### src/rtl/core/assert_macros.svh
// Assertion macros shared by the record start conditioner RTL.
// Included by every module that carries concurrent assertions.
`ifndef ASSERT_MACROS_SVH
`define ASSERT_MACROS_SVH

// Check a property on every rising clock edge, quiet while reset is asserted.
`define ASSERT_AT(lbl, clk, rst_n, prop, msg) \
  lbl: assert property (@(posedge clk) disable iff (!rst_n) prop) else $error(msg);

// Check that a condition never holds.
`define ASSERT_NEVER(lbl, clk, rst_n, cond, msg) \
  `ASSERT_AT(lbl, clk, rst_n, !(cond), msg)

`endif

### src/rtl/core/rsdf_pkg.sv
// Types and constants for the record start discard and fade-in block.
// No dependencies; imported by every other RTL file but assert_macros.svh.
`default_nettype none

package rsdf_pkg;

  localparam int SampleW  = 16;
  localparam int TotalW   = 32;
  localparam int CfgW     = 8;
  localparam int ApbDataW = 32;
  localparam int ApbAddrW = 3;

  localparam logic [CfgW-1:0] DiscardReset = 8'd2;

  typedef enum logic {
    FUNC_SAMPLE = 1'b0,
    FUNC_START  = 1'b1
  } func_e;

  // Register index, taken from paddr above the byte offset.
  typedef enum logic {
    REG_DISCARD_CHUNKS = 1'b0
  } reg_idx_e;

  // Per-request decision from the control unit.
  typedef struct packed {
    logic              emit;
    logic              fading;
    logic [TotalW-1:0] total;
  } step_t;

  // Sideband carried alongside the scaling pipeline.
  typedef struct packed {
    logic signed [SampleW-1:0] sample;
    logic [TotalW-1:0]         total;
    logic                      last;
    logic                      fading;
    logic                      neg;
  } side_t;

endpackage

`default_nettype wire

### src/rtl/core/rsdf_if.sv
// Valid/ready stream interfaces for sample requests and results.
// Depends on rsdf_pkg.
`default_nettype none

interface rsdf_in_if;
  import rsdf_pkg::*;
  logic                      valid;
  logic                      ready;
  func_e                     func;
  logic signed [SampleW-1:0] sample_in;
  logic                      chunk_end;

  modport source (output valid, func, sample_in, chunk_end, input ready);
  modport sink   (input valid, func, sample_in, chunk_end, output ready);
endinterface

interface rsdf_out_if;
  import rsdf_pkg::*;
  logic                      valid;
  logic                      ready;
  logic signed [SampleW-1:0] sample_out;
  logic [TotalW-1:0]         written_total;
  logic                      last_of_chunk;

  modport source (output valid, sample_out, written_total, last_of_chunk, input ready);
  modport sink   (input valid, sample_out, written_total, last_of_chunk, output ready);
endinterface

`default_nettype wire

### src/rtl/core/rsdf_ctrl.sv
// Control unit: discard_chunks register (APB), discard, fade and total counters.
// Depends on rsdf_pkg and assert_macros.svh.
`default_nettype none
`include "assert_macros.svh"

module rsdf_ctrl #(
  parameter int FADE_SAMPLES = 1024
) (
  input  wire logic                               clk_i,
  input  wire logic                               rst_ni,
  input  wire logic                               acc_i,
  input  wire rsdf_pkg::func_e                    func_i,
  input  wire logic                               chunk_end_i,
  input  wire logic                               psel,
  input  wire logic                               penable,
  input  wire logic                               pwrite,
  input  wire logic [rsdf_pkg::ApbAddrW-1:0]      paddr,
  input  wire logic [rsdf_pkg::ApbDataW-1:0]      pwdata,
  output logic      [rsdf_pkg::ApbDataW-1:0]      prdata,
  output logic                                    pready,
  output rsdf_pkg::step_t                         step_o,
  output logic      [$clog2(FADE_SAMPLES)-1:0]    done_o
);
  import rsdf_pkg::*;

  localparam int DoneW = $clog2(FADE_SAMPLES);
  localparam int FadeW = $clog2(FADE_SAMPLES + 1);
  localparam logic [FadeW-1:0] FadeInit = FadeW'(FADE_SAMPLES);

  logic [CfgW-1:0]   discard_chunks_q, discard_chunks_d;
  logic [CfgW-1:0]   discard_left_q, discard_left_d;
  logic [FadeW-1:0]  fade_left_q, fade_left_d;
  logic [TotalW-1:0] total_q, total_d;
  logic [FadeW-1:0]  done_full;
  logic              cfg_wr;
  reg_idx_e          reg_idx;

  assign pready  = 1'b1;
  assign cfg_wr  = psel && penable && pwrite;
  assign reg_idx = reg_idx_e'(paddr[ApbAddrW-1]);

  always_comb begin
    case (reg_idx)
      REG_DISCARD_CHUNKS: prdata = ApbDataW'(discard_chunks_q);
      default:            prdata = '0;
    endcase
  end

  always_comb begin
    discard_chunks_d = discard_chunks_q;
    if (cfg_wr) begin
      case (reg_idx)
        REG_DISCARD_CHUNKS: discard_chunks_d = pwdata[CfgW-1:0];
        default:            ;
      endcase
    end
  end

  // Decision for the request at the input, valid whenever acc_i is high.
  assign done_full = FadeInit - fade_left_q;
  assign done_o    = done_full[DoneW-1:0];

  always_comb begin
    step_o.emit   = (func_i == FUNC_SAMPLE) && (discard_left_q == '0);
    step_o.fading = (fade_left_q != '0);
    step_o.total  = total_q + TotalW'(1);
  end

  always_comb begin
    discard_left_d = discard_left_q;
    fade_left_d    = fade_left_q;
    total_d        = total_q;
    if (acc_i) begin
      case (func_i)
        FUNC_START: begin
          total_d        = '0;
          discard_left_d = discard_chunks_q;
          fade_left_d    = FadeInit;
        end
        FUNC_SAMPLE: begin
          if (discard_left_q != '0) begin
            // count a whole chunk off on its last sample
            if (chunk_end_i) discard_left_d = discard_left_q - CfgW'(1);
          end else begin
            if (fade_left_q != '0) fade_left_d = fade_left_q - FadeW'(1);
            total_d = total_q + TotalW'(1);
          end
        end
        default: ;
      endcase
    end
  end

  always_ff @(posedge clk_i or negedge rst_ni) begin
    if (!rst_ni) begin
      discard_chunks_q <= DiscardReset;
      discard_left_q   <= '0;
      fade_left_q      <= '0;
      total_q          <= '0;
    end else begin
      discard_chunks_q <= discard_chunks_d;
      discard_left_q   <= discard_left_d;
      fade_left_q      <= fade_left_d;
      total_q          <= total_d;
    end
  end

  `ASSERT_AT(a_start_reload, clk_i, rst_ni,
    acc_i && (func_i == FUNC_START) |=> (fade_left_q == FadeInit) && (total_q == '0),
    "start request did not reload fade and total counters")
  `ASSERT_AT(a_total_step, clk_i, rst_ni,
    acc_i && step_o.emit |=> total_q == $past(total_q) + TotalW'(1),
    "written total did not advance on a passed sample")

endmodule

`default_nettype wire

### src/rtl/core/rsdf_fade.sv
// Fade datapath: six-stage pipeline that scales samples by done/FADE_SAMPLES.
// Depends on rsdf_pkg and assert_macros.svh.
`default_nettype none
`include "assert_macros.svh"

module rsdf_fade #(
  parameter int FADE_SAMPLES = 1024
) (
  input  wire logic                                   clk_i,
  input  wire logic                                   rst_ni,
  input  wire logic                                   load_i,
  output logic                                        in_ready_o,
  input  wire logic signed [rsdf_pkg::SampleW-1:0]    sample_i,
  input  wire logic                                   last_i,
  input  wire rsdf_pkg::step_t                        step_i,
  input  wire logic        [$clog2(FADE_SAMPLES)-1:0] done_i,
  output logic                                        out_valid_o,
  input  wire logic                                   out_ready_i,
  output logic signed      [rsdf_pkg::SampleW-1:0]    sample_o,
  output logic             [rsdf_pkg::TotalW-1:0]     total_o,
  output logic                                        last_o
);
  import rsdf_pkg::*;

  localparam int NStage = 6;
  localparam int DoneW  = $clog2(FADE_SAMPLES);
  localparam int FW     = $clog2(FADE_SAMPLES + 1);
  localparam int MagW   = SampleW + DoneW;
  localparam int LoW    = MagW / 2;
  localparam int HiW    = MagW - LoW;
  localparam int PW     = SampleW + FW;
  // floor(2^MagW / F): product error stays below one, so one correction step
  localparam longint unsigned RecipL = (64'd1 << MagW) / 64'(FADE_SAMPLES);
  localparam logic [MagW-1:0] Recip  = MagW'(RecipL);
  localparam logic [FW-1:0]   FConst = FW'(FADE_SAMPLES);

  logic [NStage-1:0] vld_q, adv;

  side_t                 side0_q, side1_q, side2_q, side3_q, side4_q, side0_d;
  logic [SampleW-1:0]    abs0_q, abs0_d;
  logic [DoneW-1:0]      done0_q;
  logic [MagW-1:0]       mag1_q, mag2_q, mag3_q, mag4_q;
  logic [HiW+MagW-1:0]   pph2_q;
  logic [LoW+MagW-1:0]   ppl2_q;
  logic [2*MagW-1:0]     sum3;
  logic [SampleW-1:0]    qest3_q, qest4_q;
  logic [PW-1:0]         prod_full;
  logic [MagW-1:0]       prod4_q;
  logic [MagW-1:0]       rem;
  logic [SampleW-1:0]    quot, scaled;
  logic signed [SampleW-1:0] sample5_q;
  logic [TotalW-1:0]     total5_q;
  logic                  last5_q;

  // A stage takes new data when it is empty or its contents move on.
  always_comb begin
    adv[NStage-1] = !vld_q[NStage-1] || out_ready_i;
    for (int k = NStage - 2; k >= 0; k--) begin
      adv[k] = !vld_q[k] || adv[k+1];
    end
  end
  assign in_ready_o = adv[0];

  always_ff @(posedge clk_i or negedge rst_ni) begin
    if (!rst_ni) begin
      vld_q <= '0;
    end else begin
      if (adv[0]) vld_q[0] <= load_i;
      for (int k = 1; k < NStage; k++) begin
        if (adv[k]) vld_q[k] <= vld_q[k-1];
      end
    end
  end

  // Stage 0: capture sample, magnitude and ramp position.
  always_comb begin
    side0_d.sample = sample_i;
    side0_d.total  = step_i.total;
    side0_d.last   = last_i;
    side0_d.fading = step_i.fading;
    side0_d.neg    = sample_i[SampleW-1];
    abs0_d = sample_i[SampleW-1] ? (~sample_i + SampleW'(1)) : sample_i;
  end

  assign sum3      = {pph2_q, {LoW{1'b0}}} + (2*MagW)'(ppl2_q);
  assign prod_full = PW'(qest3_q) * PW'(FConst);
  assign rem       = mag4_q - prod4_q;

  always_ff @(posedge clk_i) begin
    if (adv[0]) begin
      side0_q <= side0_d;
      abs0_q  <= abs0_d;
      done0_q <= done_i;
    end
    if (adv[1]) begin
      side1_q <= side0_q;
      mag1_q  <= MagW'(abs0_q) * MagW'(done0_q);
    end
    if (adv[2]) begin
      side2_q <= side1_q;
      mag2_q  <= mag1_q;
      pph2_q  <= (HiW+MagW)'(mag1_q[MagW-1:LoW]) * (HiW+MagW)'(Recip);
      ppl2_q  <= (LoW+MagW)'(mag1_q[LoW-1:0]) * (LoW+MagW)'(Recip);
    end
    if (adv[3]) begin
      side3_q <= side2_q;
      mag3_q  <= mag2_q;
      qest3_q <= sum3[MagW+SampleW-1:MagW];
    end
    if (adv[4]) begin
      side4_q <= side3_q;
      mag4_q  <= mag3_q;
      qest4_q <= qest3_q;
      prod4_q <= prod_full[MagW-1:0];
    end
    if (adv[5]) begin
      sample5_q <= side4_q.fading ? scaled : side4_q.sample;
      total5_q  <= side4_q.total;
      last5_q   <= side4_q.last;
    end
  end

  // Correct the quotient estimate by one, then restore the sign (truncate toward zero).
  always_comb begin
    quot   = qest4_q + SampleW'(rem >= MagW'(FConst));
    scaled = side4_q.neg ? (~quot + SampleW'(1)) : quot;
  end

  assign out_valid_o = vld_q[NStage-1];
  assign sample_o    = sample5_q;
  assign total_o     = total5_q;
  assign last_o      = last5_q;

  `ASSERT_NEVER(a_rem_bound, clk_i, rst_ni,
    vld_q[4] && side4_q.fading && (32'(rem) >= 32'(2 * FADE_SAMPLES)),
    "quotient estimate off by more than one")
  `ASSERT_AT(a_stall_full, clk_i, rst_ni,
    !adv[0] |-> (&vld_q),
    "input stalled while the pipeline has a bubble")

endmodule

`default_nettype wire

### src/rtl/core/record_startup_discard_fade_in_top.sv
// Recording start conditioner: drops the first discard_chunks whole chunks after
// a start request, then ramps the next FADE_SAMPLES samples up linearly, and
// passes later samples through with a running written-sample count. One request
// is taken every clock cycle unless the result side stalls with all six pipeline
// stages full; a passed sample runs through the scaling pipeline before it is
// presented (sample times ramp position, reciprocal multiply in two partial
// products, quotient correction, result register). Start requests and discarded
// samples give no result. Depends on rsdf_pkg, rsdf_if, rsdf_ctrl, rsdf_fade.
`default_nettype none

module record_startup_discard_fade_in_top #(
  parameter int FADE_SAMPLES = 1024
) (
  input  wire logic                          clk_i,
  input  wire logic                          rst_ni,
  rsdf_in_if.sink                            sample_i,
  rsdf_out_if.source                         result_o,
  input  wire logic                          psel,
  input  wire logic                          penable,
  input  wire logic                          pwrite,
  input  wire logic [rsdf_pkg::ApbAddrW-1:0] paddr,
  input  wire logic [rsdf_pkg::ApbDataW-1:0] pwdata,
  output logic      [rsdf_pkg::ApbDataW-1:0] prdata,
  output logic                               pready
);
  import rsdf_pkg::*;

  localparam int DoneW = $clog2(FADE_SAMPLES);

  logic             in_ready;
  logic             acc;
  step_t            step;
  logic [DoneW-1:0] done;

  assign sample_i.ready = in_ready;
  assign acc            = sample_i.valid && in_ready;

  rsdf_ctrl #(
    .FADE_SAMPLES (FADE_SAMPLES)
  ) u_ctrl (
    .clk_i       (clk_i),
    .rst_ni      (rst_ni),
    .acc_i       (acc),
    .func_i      (sample_i.func),
    .chunk_end_i (sample_i.chunk_end),
    .psel        (psel),
    .penable     (penable),
    .pwrite      (pwrite),
    .paddr       (paddr),
    .pwdata      (pwdata),
    .prdata      (prdata),
    .pready      (pready),
    .step_o      (step),
    .done_o      (done)
  );

  rsdf_fade #(
    .FADE_SAMPLES (FADE_SAMPLES)
  ) u_fade (
    .clk_i       (clk_i),
    .rst_ni      (rst_ni),
    .load_i      (acc && step.emit),
    .in_ready_o  (in_ready),
    .sample_i    (sample_i.sample_in),
    .last_i      (sample_i.chunk_end),
    .step_i      (step),
    .done_i      (done),
    .out_valid_o (result_o.valid),
    .out_ready_i (result_o.ready),
    .sample_o    (result_o.sample_out),
    .total_o     (result_o.written_total),
    .last_o      (result_o.last_of_chunk)
  );

endmodule

`default_nettype wire

### src/flat_wrapper.sv
// flat-port wrapper written by rule: the top's interface ports become plain ports
module record_startup_discard_fade_in_top_flat import rsdf_pkg::*;
#(
  parameter int FADE_SAMPLES = 1024
)
  (clk_i, rst_ni, psel, penable, pwrite, paddr, pwdata, prdata, pready, sample_i_valid, sample_i_func, sample_i_sample_in, sample_i_chunk_end, sample_i_ready, result_o_valid, result_o_sample_out, result_o_written_total, result_o_last_of_chunk, result_o_ready);
  rsdf_in_if sample_i_i ();
  rsdf_out_if result_o_i ();
  input  wire logic clk_i;
  input  wire logic rst_ni;
  input  wire logic psel;
  input  wire logic penable;
  input  wire logic pwrite;
  input  wire logic [rsdf_pkg::ApbAddrW-1:0] paddr;
  input  wire logic [rsdf_pkg::ApbDataW-1:0] pwdata;
  output logic      [rsdf_pkg::ApbDataW-1:0] prdata;
  output logic pready;
  input wire logic [$bits(sample_i_i.valid)-1:0] sample_i_valid;
  input wire logic [$bits(sample_i_i.func)-1:0] sample_i_func;
  input wire logic [$bits(sample_i_i.sample_in)-1:0] sample_i_sample_in;
  input wire logic [$bits(sample_i_i.chunk_end)-1:0] sample_i_chunk_end;
  output wire logic [$bits(sample_i_i.ready)-1:0] sample_i_ready;
  output wire logic [$bits(result_o_i.valid)-1:0] result_o_valid;
  output wire logic [$bits(result_o_i.sample_out)-1:0] result_o_sample_out;
  output wire logic [$bits(result_o_i.written_total)-1:0] result_o_written_total;
  output wire logic [$bits(result_o_i.last_of_chunk)-1:0] result_o_last_of_chunk;
  input wire logic [$bits(result_o_i.ready)-1:0] result_o_ready;
  assign sample_i_i.valid = sample_i_valid;
  assign sample_i_i.func = sample_i_func;
  assign sample_i_i.sample_in = sample_i_sample_in;
  assign sample_i_i.chunk_end = sample_i_chunk_end;
  assign sample_i_ready = sample_i_i.ready;
  assign result_o_valid = result_o_i.valid;
  assign result_o_sample_out = result_o_i.sample_out;
  assign result_o_written_total = result_o_i.written_total;
  assign result_o_last_of_chunk = result_o_i.last_of_chunk;
  assign result_o_i.ready = result_o_ready;
  record_startup_discard_fade_in_top #(.FADE_SAMPLES(FADE_SAMPLES)) u_core (.clk_i(clk_i), .rst_ni(rst_ni), .sample_i(sample_i_i), .result_o(result_o_i), .psel(psel), .penable(penable), .pwrite(pwrite), .paddr(paddr), .pwdata(pwdata), .prdata(prdata), .pready(pready));
endmodule
### config.mk
export PLATFORM = sky130hd
export DESIGN_NAME = record_startup_discard_fade_in_top_flat
export DESIGN_NICKNAME = d
export VERILOG_FILES = /design/src/rtl/core/rsdf_pkg.sv /design/src/rtl/core/rsdf_if.sv /design/src/rtl/core/rsdf_ctrl.sv /design/src/rtl/core/rsdf_fade.sv /design/src/rtl/core/record_startup_discard_fade_in_top.sv /design/src/flat_wrapper.sv
export VERILOG_INCLUDE_DIRS = /design/src /design/src/rtl/core
export SDC_FILE = /design/constraint.sdc
export NUM_CORES = 1
export LEC_CHECK = 0
export ABC_AREA = 1
export BUFFER_PORTS_ARGS = -buffer_cell sky130_fd_sc_hd__buf_2
export CAP_MARGIN = 20
export CORE_ASPECT_RATIO = 0.6
export CORE_MARGIN = 1.5
export CORE_UTILIZATION = 48
export CTS_CLUSTER_DIAMETER = 50
export DETAILED_ROUTE_END_ITERATION = 12
export GPL_TIMING_DRIVEN = 0
export PLACE_DENSITY = 0.66
export SETUP_SLACK_MARGIN = 0.15
export SYNTH_ARGS = -nofsm -noshare
export SYNTH_HDL_FRONTEND = slang
export SYNTH_SLANG_ARGS = --single-unit
export TNS_END_PERCENT = 5
### constraint.sdc
create_clock -name clk_i -period 12.7 [get_ports clk_i]
set_input_delay 1.27 -clock clk_i [delete_from_list [all_inputs] [get_ports clk_i]]
set_output_delay 1.27 -clock clk_i [all_outputs]
set_load 0.05 [all_outputs]
==> results of run 1 <==
## Yosys cell counts (all sizes together) (8+ instances only)
master	n
nor2	134
nand3	57
o21ai	83
fa	109
xor2	41
nand2	453
edfxtp	388
inv	347
dfrtp	64
ha	64
a21oi	44
nand4	20
xnor2	14
clkbuf	42
or2	8
buf	35
nor3	22
## path summary, 6_finish.rpt
check                                     startpoint                      endpoint  slack, ns  cells after the start
min                        u_core.u_fade.side2_q[16]     u_core.u_fade.side3_q[16]       0.40                      0
max in group asynchronous                     rst_ni     u_core.u_ctrl.total_q[21]      11.24                      1
min in group asynchronous                     rst_ni  u_core.u_ctrl.fade_left_q[1]       0.82                      1
max                         u_core.u_fade.done0_q[3]      u_core.u_fade.mag1_q[21]       6.50                     19
min reg2reg                u_core.u_fade.side2_q[16]     u_core.u_fade.side3_q[16]       0.40                      0
max reg2reg                 u_core.u_fade.done0_q[3]      u_core.u_fade.mag1_q[21]       6.50                     19
## flip-flops by register name (all words and copies together) (netlist names)
name and flops:
u_core.u_fade.side1_q 50, u_core.u_fade.mag1_q 16, u_core.u_ctrl.discard_left_q 8, u_core.u_fade.side0_q 50, u_core.u_fade.side2_q 50, u_core.u_fade.last_o 1, u_core.u_ctrl.total_q 32, u_core.u_fade.mag2_q 16
u_core.u_fade.vld_q 6, u_core.u_fade.total_o 32, u_core.u_ctrl.fade_left_q 11, u_core.u_fade.sample_o 16, u_core.u_fade.side4_q 50, u_core.u_fade.mag4_q 16, u_core.u_fade.side3_q 50, u_core.u_fade.abs0_q 15
u_core.u_fade.mag3_q 16, u_core.u_fade.done0_q 10, u_core.u_ctrl.discard_chunks_q 8
## kinds of logic after synthesis
| kind of cell | count (synthesis) | synth area share (%) |
|---|---|---|
| muxes | 2 | 0.0901 |
| AOI/OAI and AO/OA | 135 | 3.29 |
| DFF | 453 | 59.8 |
| xor gates and xnor gates | 55 | 2.17 |
| adders and majority gates | 173 | 13.4 |
| buffers and inverters | 424 | 7.91 |
| other | 2 | 0.0338 |
| and+or+nand+nor | 702 | 13.3 |
## per-layer routing
| layer | wire (um) | share of wire [%] | up-vias | global-route usage [%] |
|---|---|---|---|---|
| met4 | 579 | 1.3 | 0 | 4.09 |
| met2 | 17500 | 39 | 410 | 26.5 |
| met5 | 0 | 0 | - | 0 |
| met3 | 3720 | 8.3 | 52 | 5.37 |
| li1 | - | - | 6537 | - |
| met1 | 23000 | 51 | 6645 | 31.2 |
## final cells by class
cell class,instances,share of cell area [%]
tap,620,3.09
inverter,347,5.20
clock buffer,52,4.59
clock inverter,31,1.04
sequential,453,52.9
timing repair buffer,96,2.37
multi-input combinational,1092,29.0
buffer,77,1.80
## critical path: stages, from the launching register on
cell and delay [ns]:
edfxtp_1 0.32, clkbuf_1 0.51, clkbuf_1 0.64, nand2_1 0.18, fa_1 0.58, inv_1 0.05, fa_1 0.52, fa_1 0.44
fa_1 0.57, inv_1 0.07, fa_1 0.53, inv_1 0.05, ha_1 0.42, nand2_1 0.15, nor2_1 0.20, inv_1 0.08
nor3_1 0.23, o21ai_0 0.19, nand4_1 0.15, nand2_1 0.08
## layout by cell type, fill, tap and decap left out, types with 4 or more instances in the layout
cell type	synthesis	layout
clkinv_1	0	12
a21oi_1	44	44
o21ai_2	10	10
clkinv_2	0	7
xnor2_1	14	14
nor2_1	126	126
o21ai_0	69	69
clkbuf_1	41	48
nor2_4	4	4
nand3_1	56	56
ha_1	64	64
dfrtp_1	64	64
xor2_1	41	41
nor3_1	22	22
clkbuf_16	0	45
or2_2	7	7
inv_1	345	342
fa_1	109	109
nand4_1	20	20
buf_6	5	5
edfxtp_1	388	388
nand2_1	442	442
buf_2	3	92
o21ai_1	4	4
buf_4	25	26
buf_12	1	4
conb_1	2	25
inv_2	1	4
nand2_4	5	7
## stage by stage
stage / cell area [um^2] / hold slack, ns / worst slack, ns
6_report: 25100 / 0.400 / 6.50
5_1_grt: 25100 / 0.414 / 6.21
4_1_cts: 25100 / 0.395 / 6.59
3_5_place_dp: 23700 / 0.405 / 6.62
3_3_place_gp: 23500 / 0.400 / 5.96
2_1_floorplan: 22300 / 0.400 / 7.53
==> metrics.txt, run 1 <==
Syn Area/Cell 11.4 um^2; area delta synth->final 13.0%; number of diodes 0; Startpoint Class register; Post-CTS Resized 0; FF+latch area 0.0133 mm^2; Slew Viols, Final 0; first-pass GRT wire length 72.1 mm; Final Cycle Share 48.8%; die area 0.0476 mm^2; DR pass1 iterations 5; Crit path arrival time between 6 and 7 ns; Clock Tree Buf Depth 3; Routed Antenna Nets 0; Initial Util 49.1%; area of the mapped netlist roughly 0.022 mm^2; Synth cell types 47; PortBufs 90; top post-synthesis cells by area edfxtp_1, fa_1, nand2_1, dfrtp_1, inv_1; clk_lat worst skew 0.57 ns; drt wl/cell 16.2 um; Yosys top cell area share between 50 and 60%; chip height ~170 um; Post-Layout Cell Count 2,768; clock sink total 453; yosys warns 0; CTS Root Buffer Type clkbuf_16; CP Max Fanout 10; GPL Wtd Cong approximately 0.91; Iter 0 DRT Violations 1,036; crit path capture type register; Nets 2,345; Rows 60; Global Route Usage Sum roughly a fifth; Setup CP Type reg -> reg; Rel. slew slack 38.6%; Placed Cells around 2.7k; area of the multi-input gates 0.00727 mm^2; # hold bufs at CTS 0; total number of vias 13.6k; Tmin final 6.20 ns; Layout Utilization 55.4%; Fmax 161 MHz; number of synthesized flops with an enable pin around 390; largest net degree at the start of global routing 66; CTS tree yes; final setup violation count 0; via-per-instance ratio approximately 4.9; Tightest Pin Transition between 0.9 and 1 ns; status finished clean; layout cell share with drive strength beyond 1 11.1%; cell count after synthesis roughly 2k; dominant synthesized flop cell edfxtp_1; Die X approximately 280 um; Seq/Total Area, Yosys about three fifths; Clock transition at path regs 0.07 ns; drt drc 0; Final Hold Viols 0; Req. time, crit path 13.02 ns; post-route setup TNS 0 ns; Total Routed Length 44.8 mm; Async S/R FF share, synth 14.3%; Post-CTS Setup Inserts 0; unrepaired setup endpoints after global routing false; Max-cap violations 0; core area 0.0453 mm^2; num ports 144; global route overflow 0; #FFs+latches synth 453; FILL cells 3,802; dpl hpwl about 34 mm; initial antenna violation count 0; vias in the first global route 13.4k; hold crit path type reg -> reg; H-Tree Depth 2; total CTS buffers 45; cell type with the largest total area after synthesis edfxtp_1; clk_skew 0.0239 ns
Power of run 1 is left out: the tool's default activity adds up to more than one toggle a clock period on the data nets, which glitch-free logic cannot reach.
==> run 2, diff against run 1 <==
- ABC_AREA: 1 -> 0
- clock period: 12.7 -> 5.95 ns (I/O delays scaled with it)
==> run 2 against run 1 <==
Against the previous run:
- largest cell class unchanged
- the flow now finishes with violations (design-rule violations)
- global-route usage fell by 1.7 points
- non-clock buffer count grew 14
- highest routed layer is now met5
- final area shrank 2.7%
==> metrics.txt, run 2 <==
cell type with the largest total area after synthesis edfxtp_1; synth cell count leaders edfxtp_1, nand2_1, inv_1; DR pass1 iterations 11; first-pass GRT wire length approximately 64 mm; clock sink total about 450; failing checks design-rule violations; most common cell after layout, fill and taps aside edfxtp_1; GPL Wtd Cong 0.869; setup slack at placement -0.110 ns; FILL cells 3,519; total CTS buffers 42; hold crit path type in -> reg; unrepaired setup endpoints after global routing true; area of the mapped netlist 0.0213 mm^2; via-per-instance ratio 5.14; Tightest Pin Transition between 0.8 and 0.9 ns; r2r worst-path depth 18; CTS Root Buffer Type clkbuf_16; core area 0.0436 mm^2; area delta synth->final 14.5%; Final Hold Viols 0; slowest cell delay on critical path 0.58 ns; layout cell share with drive strength beyond 1 17.2%; yosys warns 0; FF+latch area 0.0133 mm^2; Initial Util 49.0%; hold endpoint u_core.u_fade.side0_q[35]; #FFs+latches synth 453; CP max stage cell fa_1; final setup violation count 0; drt drc 4; PortBufs 92; Reg-to-Reg End u_core.u_fade.mag1_q[25]; vias in the first global route 11.5k; chip height 166 um; Clock transition at path regs approximately 0.07 ns; crit-path cells clkbuf_2 > nand2_1 > fa_1 > inv_1 > fa_1 > fa_1 > fa_1 > inv_1 > fa_1 > inv_1 > ha_1 > clkbuf_1 > inv_1 > o21bai_1 > a2111oi_2 > a21oi_2 > a2111o_1 > nand3_1; highest-count cells in the layout ignoring fill and taps edfxtp_1, nand2_1, inv_1, fa_1, buf_2; setup ws final 0.383 ns; min-delay src sample_i_sample_in[0]; largest net degree at the start of global routing 67; die area about 0.046 mm^2; post-route setup TNS 0 ns; Rows 59; total number of vias 11.8k; number of synthesized flops with an enable pin 388; hold depth 1; Startpoint Class register; CP most frequent cell fa_1; Rel. slew slack 44.9%; top post-synthesis cells by area edfxtp_1, fa_1, dfrtp_1, ha_1, nand2_1; dominant synthesized flop cell edfxtp_1; worst r2r src u_core.u_fade.done0_q[3]; cell count after synthesis roughly 1.5k; flop-to-flop setup slack roughly 0.38 ns; Die X 275 um; Fmax 180 MHz; post-route cell area 0.0244 mm^2; H-Tree Depth 2; crit path capture type register; Slew Viols, Final 0; critical path launch point u_core.u_fade.done0_q[3]; Synth cell types 74; Routed Antenna Nets 0; Req. time, crit path between 6 and 7 ns; dpl hpwl just under 30 mm; clk_lat worst skew 0.55 ns; clk_skew 0.0198 ns; Post-DP Area 0.0228 mm^2; status complete, but fails checks; Seq/Total Area, Yosys 62.3%; num ports 144; number of diodes 0; drt wl/cell about 18 um; Global Route Usage Sum 17.9%; Crit path arrival time around 6 ns; CP Max Fanout 10; most frequent cell after synthesis edfxtp_1; initial antenna violation count 2; Yosys top cell area share 54.6%; area of the multi-input gates slightly above 0.007 mm^2; worst hold slack 0.248 ns; Tmin final 5.57 ns; CTS tree yes; Iter 0 DRT Violations 1,015; Max-cap violations 0; Syn Area/Cell roughly 14 um^2; Clock Tree Buf Depth 3; Total Routed Length 40.5 mm; Async S/R FF share, synth ~14%; Final Cycle Share 93.6%; global route overflow 0; Nets between 1.5k and 2k; Setup CP Type reg -> reg
run 2: cell types whose count changed after synthesis, sizes merged, moves of 13 or more:
cell / previous run / this run
o31ai: 0 / 23
xor2: 41 / 28
inv: 347 / 135
a22o: 0 / 19
xnor2: 14 / 52
nand3: 57 / 27
nor2b: 0 / 13
and2: 1 / 83
nor2: 134 / 42
o21ai: 83 / 57
nand2: 453 / 150
run 2: critical path, delay by kind of cell, from the launching register on:
family	cells	cell delay, ns
buffers and inverters	6	0.75
DFF	1	0.45
and+or+nand+nor	2	0.25
adders and majority gates	6	2.92
AOI/OAI and AO/OA	4	1.05
run 2: timing repair:
action                                  in CTS  in global routing
pin swaps                                    0                  4
endpoints found under the hold margin       16                  0
hold buffers                                 1                  0
cloned                                       0                  0
resized for setup                            9                 41
endpoints found under the setup margin       7                 11
setup buffers                                2                  7
run 2: worst max path at each step:
stage	end
2_1_floorplan	sample_i_ready
3_3_place_gp	sample_i_ready
3_5_place_dp	u_core.u_fade.mag1_q[25]
4_1_cts	u_core.u_fade.mag1_q[25]
5_1_grt	u_core.u_fade.mag1_q[25]
6_report	u_core.u_fade.mag1_q[25]
run 2: logic make-up after synthesis:
group                      count (synthesis)  synth area share, %
DFF                                      453                 62.3
and+or+nand+nor                          390                 9.58
buffers and inverters                    214                 4.52
AOI/OAI and AO/OA                        188                 5.81
adders and majority gates                173                 14.0
xor gates and xnor gates                  80                 3.29
muxes                                     10                0.522
other                                      2               0.0352
run 2: cell type report:
type / instances / area share (%)
Tap cell: 579 / 2.97
Multi-Input combinational cell: 866 / 29.6
Clock inverter: 30 / 1.77
Sequential cell: 453 / 54.4
Timing Repair Buffer: 108 / 2.83
Clock buffer: 48 / 4.40
Buffer: 79 / 2.00
Inverter: 135 / 2.09
run 2: routing by layer:
layer  vias up  global-route usage (%)  share of wire [%]
met1      5823                    29.7                 52
met3        57                    4.18                6.7
met5         -                       0              0.072
met4         4                    3.87                1.6
met2       341                    23.7                 40
li1       5579                       -                  -
run 2: metrics by stage:
stage               std cells  util, %
floorplan                1533        -
global placement         2204     51.9
detailed placement       2210     52.3
CTS                      2291     55.9
global route             2298     56.1
finish                   2298     56.1
Power of run 2 is left out for the same reason.
